## src/hdl/mspid_pkg.sv

```systemverilog
`default_nettype none
// ============================================================================
// Motor speed PID package
// Shared types and constants for the incremental motor speed controller.
// ============================================================================
package mspid_pkg;

    localparam int SPEED_W     = 16;
    localparam int ERR_W       = 17;
    localparam int GAIN_W      = 16;
    localparam int COMP_W      = 16;
    localparam int CFG_INDEX_W = 3;

    typedef enum logic [1:0] {
        CMD_TICK  = 2'd0,
        CMD_SET   = 2'd1,
        CMD_STOP  = 2'd2,
        CMD_CLEAR = 2'd3
    } cmd_t;

    localparam logic [CFG_INDEX_W-1:0] REG_GAIN_P = 3'd0;
    localparam logic [CFG_INDEX_W-1:0] REG_GAIN_I = 3'd1;
    localparam logic [CFG_INDEX_W-1:0] REG_GAIN_D = 3'd2;
    localparam logic [CFG_INDEX_W-1:0] REG_DUTY_HI = 3'd3;
    localparam logic [CFG_INDEX_W-1:0] REG_DUTY_LO = 3'd4;

    localparam logic [GAIN_W-1:0] RST_GAIN_P  = 16'd1500;
    localparam logic [GAIN_W-1:0] RST_GAIN_I  = 16'd3000;
    localparam logic [GAIN_W-1:0] RST_GAIN_D  = 16'd300;
    localparam logic [COMP_W-1:0] RST_DUTY_HI = 16'd16799;
    localparam logic [COMP_W-1:0] RST_DUTY_LO = 16'd0;

    typedef struct packed {
        logic [GAIN_W-1:0] gain_p;
        logic [GAIN_W-1:0] gain_i;
        logic [GAIN_W-1:0] gain_d;
        logic [COMP_W-1:0] duty_hi;
        logic [COMP_W-1:0] duty_lo;
    } cfg_t;

    typedef struct packed {
        logic                      running;
        logic signed [SPEED_W-1:0] setpoint;
        logic signed [ERR_W-1:0]   err_latest;
        logic signed [ERR_W-1:0]   err_before;
        logic [COMP_W-1:0]         u;
    } state_t;

    typedef struct packed {
        logic [COMP_W-1:0] forward;
        logic [COMP_W-1:0] reverse;
        logic              direction;
    } result_t;

endpackage
`default_nettype wire

```

## src/hdl/motor_speed_incremental_pid_top.sv

```systemverilog
`default_nettype none
// ============================================================================
// Motor speed incremental PID, top level
// Velocity-form PID speed controller with PWM compare outputs.
// ============================================================================
// Flow: a request waits in the request register; when it fires, the PID update
// and clamp settle combinationally and any result goes to the result register.
// Throughput: one request per cycle while a held result does not stall it.
// Reset: asynchronous, active low; clears the controller state, empties both
// registers and loads the default gains and duty limits.
module motor_speed_incremental_pid_top #(
    parameter int SPEED_FRAC_BITS = 8,
    parameter int DUTY_BITS       = 16
) (
    input  wire logic                                clk,
    input  wire logic                                rst_n,
    input  wire logic                                in_valid,
    output logic                                     in_ready,
    input  wire logic [1:0]                          command,
    input  wire logic signed [mspid_pkg::SPEED_W-1:0] measured_speed,
    input  wire logic signed [mspid_pkg::SPEED_W-1:0] target_speed,
    output logic                                     out_valid,
    input  wire logic                                out_ready,
    output logic [mspid_pkg::COMP_W-1:0]             forward_compare,
    output logic [mspid_pkg::COMP_W-1:0]             reverse_compare,
    output logic                                     drive_direction,
    input  wire logic                                cfg_valid,
    output logic                                     cfg_ready,
    input  wire logic [mspid_pkg::CFG_INDEX_W-1:0]   cfg_index,
    input  wire logic [mspid_pkg::COMP_W-1:0]        cfg_data
);
    import mspid_pkg::*;

    cfg_t    cfg;
    state_t  state_reg;
    state_t  state_next;
    result_t res_next;
    result_t res_reg;
    logic    emit;
    logic    req_valid_reg;
    cmd_t    req_cmd_reg;
    logic signed [SPEED_W-1:0] req_meas_reg;
    logic signed [SPEED_W-1:0] req_tgt_reg;
    logic    out_valid_reg;
    logic    req_fire;

    assign cfg_ready = 1'b1;

    mspid_cfg_regs u_cfg (
        .clk       (clk),
        .rst_n     (rst_n),
        .cfg_valid (cfg_valid),
        .cfg_index (cfg_index),
        .cfg_data  (cfg_data),
        .cfg       (cfg)
    );

    mspid_update #(
        .SPEED_FRAC_BITS (SPEED_FRAC_BITS),
        .DUTY_BITS       (DUTY_BITS)
    ) u_update (
        .cmd        (req_cmd_reg),
        .meas       (req_meas_reg),
        .tgt        (req_tgt_reg),
        .state      (state_reg),
        .cfg        (cfg),
        .state_next (state_next),
        .emit       (emit),
        .result     (res_next)
    );

    assign req_fire = req_valid_reg && (!out_valid_reg || out_ready);
    assign in_ready = !req_valid_reg || req_fire;

    always_ff @(posedge clk or negedge rst_n)
    begin
        if (!rst_n)
        begin
            req_valid_reg <= 1'b0;
            req_cmd_reg   <= CMD_TICK;
        end
        else if (in_ready)
        begin
            req_valid_reg <= in_valid;
            req_cmd_reg   <= cmd_t'(command);
        end
    end

    always_ff @(posedge clk)
    begin
        if (in_ready)
        begin
            req_meas_reg <= measured_speed;
            req_tgt_reg  <= target_speed;
        end
    end

    always_ff @(posedge clk or negedge rst_n)
    begin
        if (!rst_n)
        begin
            state_reg <= '0;
        end
        else if (req_fire)
        begin
            state_reg <= state_next;
        end
    end

    always_ff @(posedge clk or negedge rst_n)
    begin
        if (!rst_n)
        begin
            out_valid_reg <= 1'b0;
        end
        else if (req_fire && emit)
        begin
            out_valid_reg <= 1'b1;
        end
        else if (out_ready)
        begin
            out_valid_reg <= 1'b0;
        end
    end

    always_ff @(posedge clk)
    begin
        if (req_fire && emit)
        begin
            res_reg <= res_next;
        end
    end

    assign out_valid       = out_valid_reg;
    assign forward_compare = res_reg.forward;
    assign reverse_compare = res_reg.reverse;
    assign drive_direction = res_reg.direction;

    a_reverse_zero: assert property (@(posedge clk) disable iff (!rst_n)
        out_valid_reg |-> res_reg.reverse == '0)
        else $error("Reverse compare is nonzero on a valid result.");

    a_stopped_zero: assert property (@(posedge clk) disable iff (!rst_n)
        (out_valid_reg && !res_reg.direction) |-> res_reg.forward == '0)
        else $error("Stopped result carries a nonzero forward compare.");

    a_stop_halts: assert property (@(posedge clk) disable iff (!rst_n)
        (req_fire && req_cmd_reg == CMD_STOP) |=> !state_reg.running)
        else $error("Controller still running after a stop request.");

    a_ready_empty: assert property (@(posedge clk) disable iff (!rst_n)
        !req_valid_reg |-> in_ready)
        else $error("Input not ready while the request register is empty.");

endmodule
`default_nettype wire

```

## src/hdl/mspid_cfg_regs.sv

```systemverilog
`default_nettype none
// ============================================================================
// Motor speed PID configuration registers
// Holds the gains and duty limits, written through the configuration port.
// ============================================================================
module mspid_cfg_regs (
    input  wire logic                                clk,
    input  wire logic                                rst_n,
    input  wire logic                                cfg_valid,
    input  wire logic [mspid_pkg::CFG_INDEX_W-1:0]   cfg_index,
    input  wire logic [mspid_pkg::COMP_W-1:0]        cfg_data,
    output mspid_pkg::cfg_t                          cfg
);
    import mspid_pkg::*;

    cfg_t cfg_reg;
    cfg_t cfg_next;

    always_comb
    begin
        cfg_next = cfg_reg;
        if (cfg_valid)
        begin
            case (cfg_index)
                REG_GAIN_P:  cfg_next.gain_p  = cfg_data;
                REG_GAIN_I:  cfg_next.gain_i  = cfg_data;
                REG_GAIN_D:  cfg_next.gain_d  = cfg_data;
                REG_DUTY_HI: cfg_next.duty_hi = cfg_data;
                REG_DUTY_LO: cfg_next.duty_lo = cfg_data;
                default:     cfg_next = cfg_reg;
            endcase
        end
    end

    always_ff @(posedge clk or negedge rst_n)
    begin
        if (!rst_n)
        begin
            cfg_reg.gain_p  <= RST_GAIN_P;
            cfg_reg.gain_i  <= RST_GAIN_I;
            cfg_reg.gain_d  <= RST_GAIN_D;
            cfg_reg.duty_hi <= RST_DUTY_HI;
            cfg_reg.duty_lo <= RST_DUTY_LO;
        end
        else
        begin
            cfg_reg <= cfg_next;
        end
    end

    assign cfg = cfg_reg;

endmodule
`default_nettype wire

```

## src/hdl/mspid_update.sv

```systemverilog
`default_nettype none
// ============================================================================
// Motor speed PID update
// Decodes one request and forms the next controller state and the result.
// ============================================================================
module mspid_update #(
    parameter int SPEED_FRAC_BITS = 8,
    parameter int DUTY_BITS       = 16
) (
    input  wire mspid_pkg::cmd_t                       cmd,
    input  wire logic signed [mspid_pkg::SPEED_W-1:0]  meas,
    input  wire logic signed [mspid_pkg::SPEED_W-1:0]  tgt,
    input  wire mspid_pkg::state_t                     state,
    input  wire mspid_pkg::cfg_t                       cfg,
    output mspid_pkg::state_t                          state_next,
    output logic                                       emit,
    output mspid_pkg::result_t                         result
);
    import mspid_pkg::*;

    localparam int DP_W   = ERR_W + 1;
    localparam int DD_W   = ERR_W + 2;
    localparam int PP_W   = DP_W + GAIN_W + 1;
    localparam int PD_W   = DD_W + GAIN_W + 1;
    localparam int SUM_W  = PD_W + 2;
    localparam int DUTY_CAP = (DUTY_BITS >= COMP_W) ? ((1 << COMP_W) - 1)
                                                    : ((1 << DUTY_BITS) - 1);
    localparam logic [COMP_W-1:0] DUTY_TOP = COMP_W'(DUTY_CAP);

    logic signed [ERR_W-1:0] e0;
    logic signed [DP_W-1:0]  diff_p;
    logic signed [DP_W-1:0]  sum_i;
    logic signed [DD_W-1:0]  diff_d;
    logic signed [PP_W-1:0]  prod_p;
    logic signed [PP_W-1:0]  prod_i;
    logic signed [PD_W-1:0]  prod_d;
    logic signed [SUM_W-1:0] u_sum;
    logic signed [SUM_W-1:0] u_hi;
    logic [COMP_W-1:0]       lim_hi;
    logic [COMP_W-1:0]       lim_lo;
    logic [COMP_W-1:0]       u_sat;

    always_comb
    begin
        e0     = ERR_W'(state.setpoint) - ERR_W'(meas);
        diff_p = DP_W'(e0) - DP_W'(state.err_latest);
        sum_i  = DP_W'(e0) + DP_W'(state.err_latest);
        diff_d = DD_W'(e0) - (DD_W'(state.err_latest) <<< 1) + DD_W'(state.err_before);
        prod_p = PP_W'(diff_p) * PP_W'($signed({1'b0, cfg.gain_p}));
        prod_i = PP_W'(sum_i) * PP_W'($signed({1'b0, cfg.gain_i}));
        prod_d = PD_W'(diff_d) * PD_W'($signed({1'b0, cfg.gain_d}));
        u_sum  = SUM_W'($signed({1'b0, state.u}))
               + SUM_W'(prod_p >>> SPEED_FRAC_BITS)
               + SUM_W'(prod_i >>> SPEED_FRAC_BITS)
               + SUM_W'(prod_d >>> SPEED_FRAC_BITS);
        lim_hi = (cfg.duty_hi > DUTY_TOP) ? DUTY_TOP : cfg.duty_hi;
        lim_lo = (cfg.duty_lo > DUTY_TOP) ? DUTY_TOP : cfg.duty_lo;
        u_hi   = (u_sum > SUM_W'($signed({1'b0, lim_hi})))
               ? SUM_W'($signed({1'b0, lim_hi})) : u_sum;
        u_sat  = (u_hi < SUM_W'($signed({1'b0, lim_lo}))) ? lim_lo : u_hi[COMP_W-1:0];
    end

    always_comb
    begin
        state_next = state;
        emit       = 1'b0;
        result     = '0;
        case (cmd)
            CMD_SET:
            begin
                state_next.setpoint = tgt;
                state_next.running  = 1'b1;
            end
            CMD_STOP:
            begin
                state_next.running = 1'b0;
                emit               = 1'b1;
            end
            CMD_CLEAR:
            begin
                state_next.err_latest = '0;
                state_next.err_before = '0;
                state_next.u          = '0;
                state_next.setpoint   = '0;
            end
            CMD_TICK:
            begin
                if (state.running)
                begin
                    state_next.err_before = state.err_latest;
                    state_next.err_latest = e0;
                    state_next.u          = u_sat;
                    if (state.setpoint == '0)
                    begin
                        state_next.u = '0;
                        emit         = 1'b1;
                    end
                    else if (!state.setpoint[SPEED_W-1])
                    begin
                        emit             = 1'b1;
                        result.forward   = u_sat;
                        result.direction = 1'b1;
                    end
                end
            end
            default:
            begin
                state_next = state;
            end
        endcase
    end

endmodule
`default_nettype wire

```

## config.mk

```make
export PLATFORM = sky130hd
export DESIGN_NAME = motor_speed_incremental_pid_top
export DESIGN_NICKNAME = d
export VERILOG_FILES = /design/src/hdl/mspid_pkg.sv /design/src/hdl/motor_speed_incremental_pid_top.sv /design/src/hdl/mspid_cfg_regs.sv /design/src/hdl/mspid_update.sv
export SDC_FILE = /design/constraint.sdc
export NUM_CORES = 2
export LEC_CHECK = 0
export ABC_AREA = 1
export BUFFER_PORTS_ARGS = -buffer_cell sky130_fd_sc_hd__buf_2
export CAP_MARGIN = 40
export CORE_MARGIN = 4
export CORE_UTILIZATION = 50
export DETAILED_ROUTE_END_ITERATION = 10
export GPL_TIMING_DRIVEN = 0
export PLACE_DENSITY = 0.66
export SYNTH_ARGS = -nofsm -noshare
export SYNTH_HDL_FRONTEND = slang
export SYNTH_SLANG_ARGS = --single-unit
```

## constraint.sdc

```tcl
create_clock -name clk -period 15.6 [get_ports clk]
set_input_delay 3.9 -clock clk [delete_from_list [all_inputs] [get_ports clk]]
set_output_delay 3.9 -clock clk [all_outputs]
set_load 0.01 [all_outputs]
```

# After elaboration in Yosys (flattened, before gate mapping)
# Cells that the tools add are included.
# op_classes
n_reduce_logical,23
n_shift,0
n_lt_le_gt_ge,4
n_div,0
n_bitwise,2
muxes,15
eq_ne,8
multipliers,3
addsub,8
# ops
op,count
case mux 50 bit (2 select lines),1
multiplier 18 x 17 -> 35 bit,2
two-way mux 16 bit,4
two-way mux 50 bit,1
adder 38 x 28 -> 38 bit,1
> comparator 38 x 17 -> 1 bit,1
less-than comparator 38 x 17 -> 1 bit,1
two-way mux 38 bit,1
multiplier 19 x 17 -> 36 bit,1
"> comparator 16 bit, second input constant",2
case mux 16 bit (2 select lines),1
adder 28 x 27 -> 29 bit,1
adder 17 x 27 -> 28 bit,1
adder 19 x 17 -> 19 bit,1
subtractor 17 x 18 -> 19 bit,1
adder 17 x 17 -> 18 bit,1
subtractor 17 x 17 -> 18 bit,1
subtractor 16 x 16 -> 17 bit,1
zero test 16 bit,1
AND reduction 2 bit,7
nonzero test 2 bit,4
"equality test 3 x 2 -> 1 bit, second input constant",2
two-way mux 1 bit,5
"equality test 2 bit, second input constant",2
14 further kinds,19
# word_totals
wordCells,80
regBits,200
mem_count,0
ramBits,0
mem_bits_ro,0
output_inout_bits,36
latchBits,0
input_bits,58

# Logic depth before layout (Yosys ltp)
# depth
word_depth,13
mapped_depth,93
mapped_depth_nobuf,91

# Hierarchy
# A second synthesis with hierarchy kept.
# unflattened
hier_cells,6245
area_unflattened_um2,49926.6
# by_module_without_submodules
module,seq_area_each_um2,cells_each,area_each_um2,n_inst
mspid_update,0.0,5512,41880.2,1
motor_speed_incremental_pid_top,3728.6,377,4769.6,1
mspid_cfg_regs,2034.5,356,3276.9,1

# Worst setup path after synthesis
# Ideal clock, no wire load.
# synth_path
path_type,flip-flop to flip-flop
startpoint,reg state_reg[52] (netlist name)
endpoint,"reg res_reg, in the netlist forward_compare[0], data pin"
arrival_ns,13.417
path_slack_ns,1.918
n_path_buf,2
synth_period_minus_slack_ns,13.682
path_stages_with_launch,88
path_cell_list,dfrtp_1 > ha_1 > a21oi_1 > o21ai_0 > a21oi_1 > o21bai_1 > nand2_1 > nand2_1 > a21oi_1 > nor2_1 > o21ai_0 > nand2_1 > a21oi_1 > o21bai_1 > xor2_1 > inv_1 > ha_1 > inv_1 > [52 not listed] > nand2_2 > nand2_4 > clkbuf_1 > nand2_1 > o21ai_0 > ha_1 > a21oi_1 > o21a_1 > o211ai_1 > nand2_1 > nand2_1 > nor2_2 > nand2_4 > nand2_4 > buf_8 > nand2_2 > nand2_1 > nor2_1
# synth_between
elab_chain_cells,10
word_cells_on_any_way,17
# synth_lines
item,line_no,rtl
start: declaration,motor_speed_incremental_pid_top.sv:35,state_t state_reg;
start signal: assignment,motor_speed_incremental_pid_top.sv:106,state_reg <= state_next;
subtractor 16 x 16 -> 17 bit,mspid_update.sv:45,e0 = ERR_W'(state.setpoint) - ERR_W'(meas);
subtractor 17 x 17 -> 18 bit,mspid_update.sv:46,diff_p = DP_W'(e0) - DP_W'(state.err_latest);
multiplier 18 x 17 -> 35 bit,mspid_update.sv:49,"prod_p = PP_W'(diff_p) * PP_W'($signed({1'b0, cfg.gain_p}));"
adder 17 x 27 -> 28 bit,mspid_update.sv:53,+ SUM_W'(prod_p >>> SPEED_FRAC_BITS)
adder 28 x 27 -> 29 bit,mspid_update.sv:54,+ SUM_W'(prod_i >>> SPEED_FRAC_BITS)
adder 38 x 28 -> 38 bit,mspid_update.sv:55,+ SUM_W'(prod_d >>> SPEED_FRAC_BITS);
> comparator 38 x 17 -> 1 bit,mspid_update.sv:58,"u_hi = (u_sum > SUM_W'($signed({1'b0, lim_hi})))"
two-way mux 38 bit,mspid_update.sv:59,"? SUM_W'($signed({1'b0, lim_hi})) : u_sum;"
less-than comparator 38 x 17 -> 1 bit,mspid_update.sv:60,"u_sat = (u_hi < SUM_W'($signed({1'b0, lim_lo}))) ? lim_lo : u_hi[COMP_W-1:0];"
two-way mux 16 bit,mspid_update.sv:60,
end signal: assignment,motor_speed_incremental_pid_top.sv:130,res_reg <= res_next;
end: declaration,motor_speed_incremental_pid_top.sv:38,result_t res_reg;
# Parallel ways exist; a longest one is shown, timed or not.
# A chain may end at the register's enable or synchronous reset.

# Final worst setup path
# layout_path
startpoint,reg state_reg[50] (netlist name)
endpoint,"reg res_reg, in the netlist forward_compare[2], data pin"
# Same word-level chain as after synthesis.

==> out/metrics.csv <==
metric;value;unit
Post-synth ARST share;0.755;
Post-DP HPWL;122000;um
die area;0.102;mm2
most frequent cells in the layout;inv_1 (1523), nand2_1 (1181), fa_1 (903), nor2_1 (513), ha_1 (392);
CTS Hold Bufs;0;
fin. max-slew vios;0;
GPL Wtd Cong;0.979;
CP peak stage delay;0.63;ns
CTS Sinks;200;
TritonCTS clock tree;yes;
outcome;finished, final reports clean;
crit path DAT;15.38;ns
Area after DPL;0.0506;mm2
multiplexer share of the synthesized area;0;
vias per inst;5.33;
initial antenna violation count;15;
Final Skew;0.0165;ns
worst hold path depth;2;
Worst Hold Class;register to register;
post-route cell area;0.0539;mm2
Final min period;15.18;ns
WS Path Type;register to register;
Crit path top cell by count;nand2_1;
Crit Path Max Fanout;10;
first-pass GRT wire length;231000;um
I/O pin cnt;94;
grt ovf;0;
hold_ws;0.484;ns
xor and xnor fraction of the mapped netlist area;0.0353;
nets@finish;7660;
Via Count;40100;
DRT iter0 DRCs;3350;
filler cell count;8891;
H-tree depth;4;
Seq/Total Area, Yosys;0.109;
Multi-input gate area;0.0385;mm2
Non-Filler Instances;7536;
synth unique cells;53;
Die Y;319;um
Worst path slowest cell;fa_2;
fin crit share;0.973;
endpoints failing setup;0;
Seq cells post-synth;200;
max reg flops;80;
register area;0.00528;mm2
Initial Utilization;0.507;
crit path launch type;register;
Critical Path RT;15.80;ns
CP endpoint kind;register;
die width;319;um
Yosys Warn Count;0;
R2R Path End;forward_compare[2];
Post-DRT Antenna Nets;0;
number of CTS-inserted buffers;17;
commonest non-fill, non-tap cell in the layout;inv_1;
Finished Core Util;0.564;
DR pass1 iterations;6;
Synth Area in Compound Gates;0.0618;
placed insts;7418;
relative slew slack;0.384;
largest family of logic cells by synthesized area;adder cells;
row cnt;113;
Hold Vio Cnt, Final;0;
Synth Area in Simple Gates;0.167;
Critical R2R Launch;state_reg[50];
clk slew on worst S/H paths;0.08;ns
clock latency at the later pin of the worst-skew pair;0.47;ns
vias in the first global route;40900;
origin of the worst setup path;state_reg[50];
post-synthesis adder-cell area fraction;0.490;
Syn Area/Cell;8.00;um2
clock root cell;clkbuf_16;
total track usage;0.292;
reg-to-reg setup timing slack;0.42;ns
Total Routed Length;148000;um
Post-synth top flop;dfrtp_1;
layout cells sized above 1;0.0978;
Core ar.;0.0956;mm2
pin count of the biggest net entering global routing;113;
number of max-cap violations;0;
Least-Margin Pin Slew;0.924;ns
cell area after synthesis;0.0484;mm2
Syn Inst Count;6052;
EDFF count, synth;49;
R2R depth;86;
PortBufs;76;
DR WL/cell;19.7;um
clk buf depth;2;
remaining routing DRC violations;0;
fmax;65.9;MHz
CP Capture Point;forward_compare[2];
Area Growth Syn to Fin;11.4;%
[stage by stage]
stage          setup TNS, ns  setup slack (ns)
2_1_floorplan              0              1.92
3_3_place_gp          -53.08             -1.90
3_5_place_dp          -46.53             -1.68
4_1_cts                    0           0.00447
5_1_grt                -5.06            -0.258
6_report                   0             0.419
[synth_stat cells (all sizes together) (31+ instances only)]
cell type / count / area (um2)
inv: 1547 / 5810
o21ai: 226 / 1130
or2: 33 / 206
ha: 437 / 5470
xnor2: 71 / 622
dfrtp: 125 / 3130
edfxtp: 49 / 1470
nand2: 1238 / 4720
nor2: 542 / 2050
a21oi: 223 / 1120
nand3: 155 / 791
fa: 912 / 18300
clkbuf: 118 / 443
xor2: 124 / 1090
buf: 31 / 211
clkinv: 38 / 143
[cell families after synthesis]
group | Yosys count
buffers and inverters | 1734
adder cells (fa/ha/maj) | 1349
AND/OR/NAND/NOR | 2025
XOR/XNOR | 195
flip-flops | 200
AO/OA/AOI/OAI | 547
other | 2
[timing repair]
action                     CTS  global route
pin swaps                   28           108
setup buffers               15            63
gates resized for setup    140           289
setup endpoints to repair   32            32
gates cloned                 0             3
[metal layers]
| layer | up-vias | part of all wire | track usage |
|---|---|---|---|
| met2 | 1741 | 0.44 | 0.449 |
| met5 | - | 0.000088 | 0 |
| li1 | 18200 | - | - |
| met1 | 19900 | 0.42 | 0.411 |
| met3 | 289 | 0.10 | 0.0664 |
| met4 | 2 | 0.037 | 0.0940 |
[critical path: cells and delay by family, from the launching register on]
family / cells / cell delay, ns
AND/OR/NAND/NOR: 33 / 3.44
XOR/XNOR: 3 / 1.04
AO/OA/AOI/OAI: 23 / 3.13
adder cells (fa/ha/maj): 14 / 5.55
buffers and inverters: 13 / 1.36
flip-flops: 1 / 0.37
[layout make-up]
class | count | area share
repair buffers | 168 | 0.0226
clock buffers | 18 | 0.00814
diodes | 5 | 0.000232
clock inverters | 14 | 0.00348
plain buffers | 148 | 0.0132
multi-input cells | 4133 | 0.713
flip-flops and latches | 200 | 0.0980
well taps | 1265 | 0.0294
inverters | 1585 | 0.112
[how the worst min path moves through the flow]
stage / from / slack [ns] / endpoint
finish: state_reg[0] / 0.48 / state_reg[0]
global route: state_reg[9] / 0.52 / state_reg[9]
CTS: state_reg[0] / 0.49 / state_reg[0]
detailed placement: state_reg[0] / 0.47 / state_reg[0]
global placement: u_cfg.cfg[5] / 0.47 / u_cfg.cfg[5]
floorplan: state_reg[0] / 0.45 / state_reg[0]
Power is not shown: default switching activity piles up to over one toggle a cycle in this logic, so the estimate is an artifact.
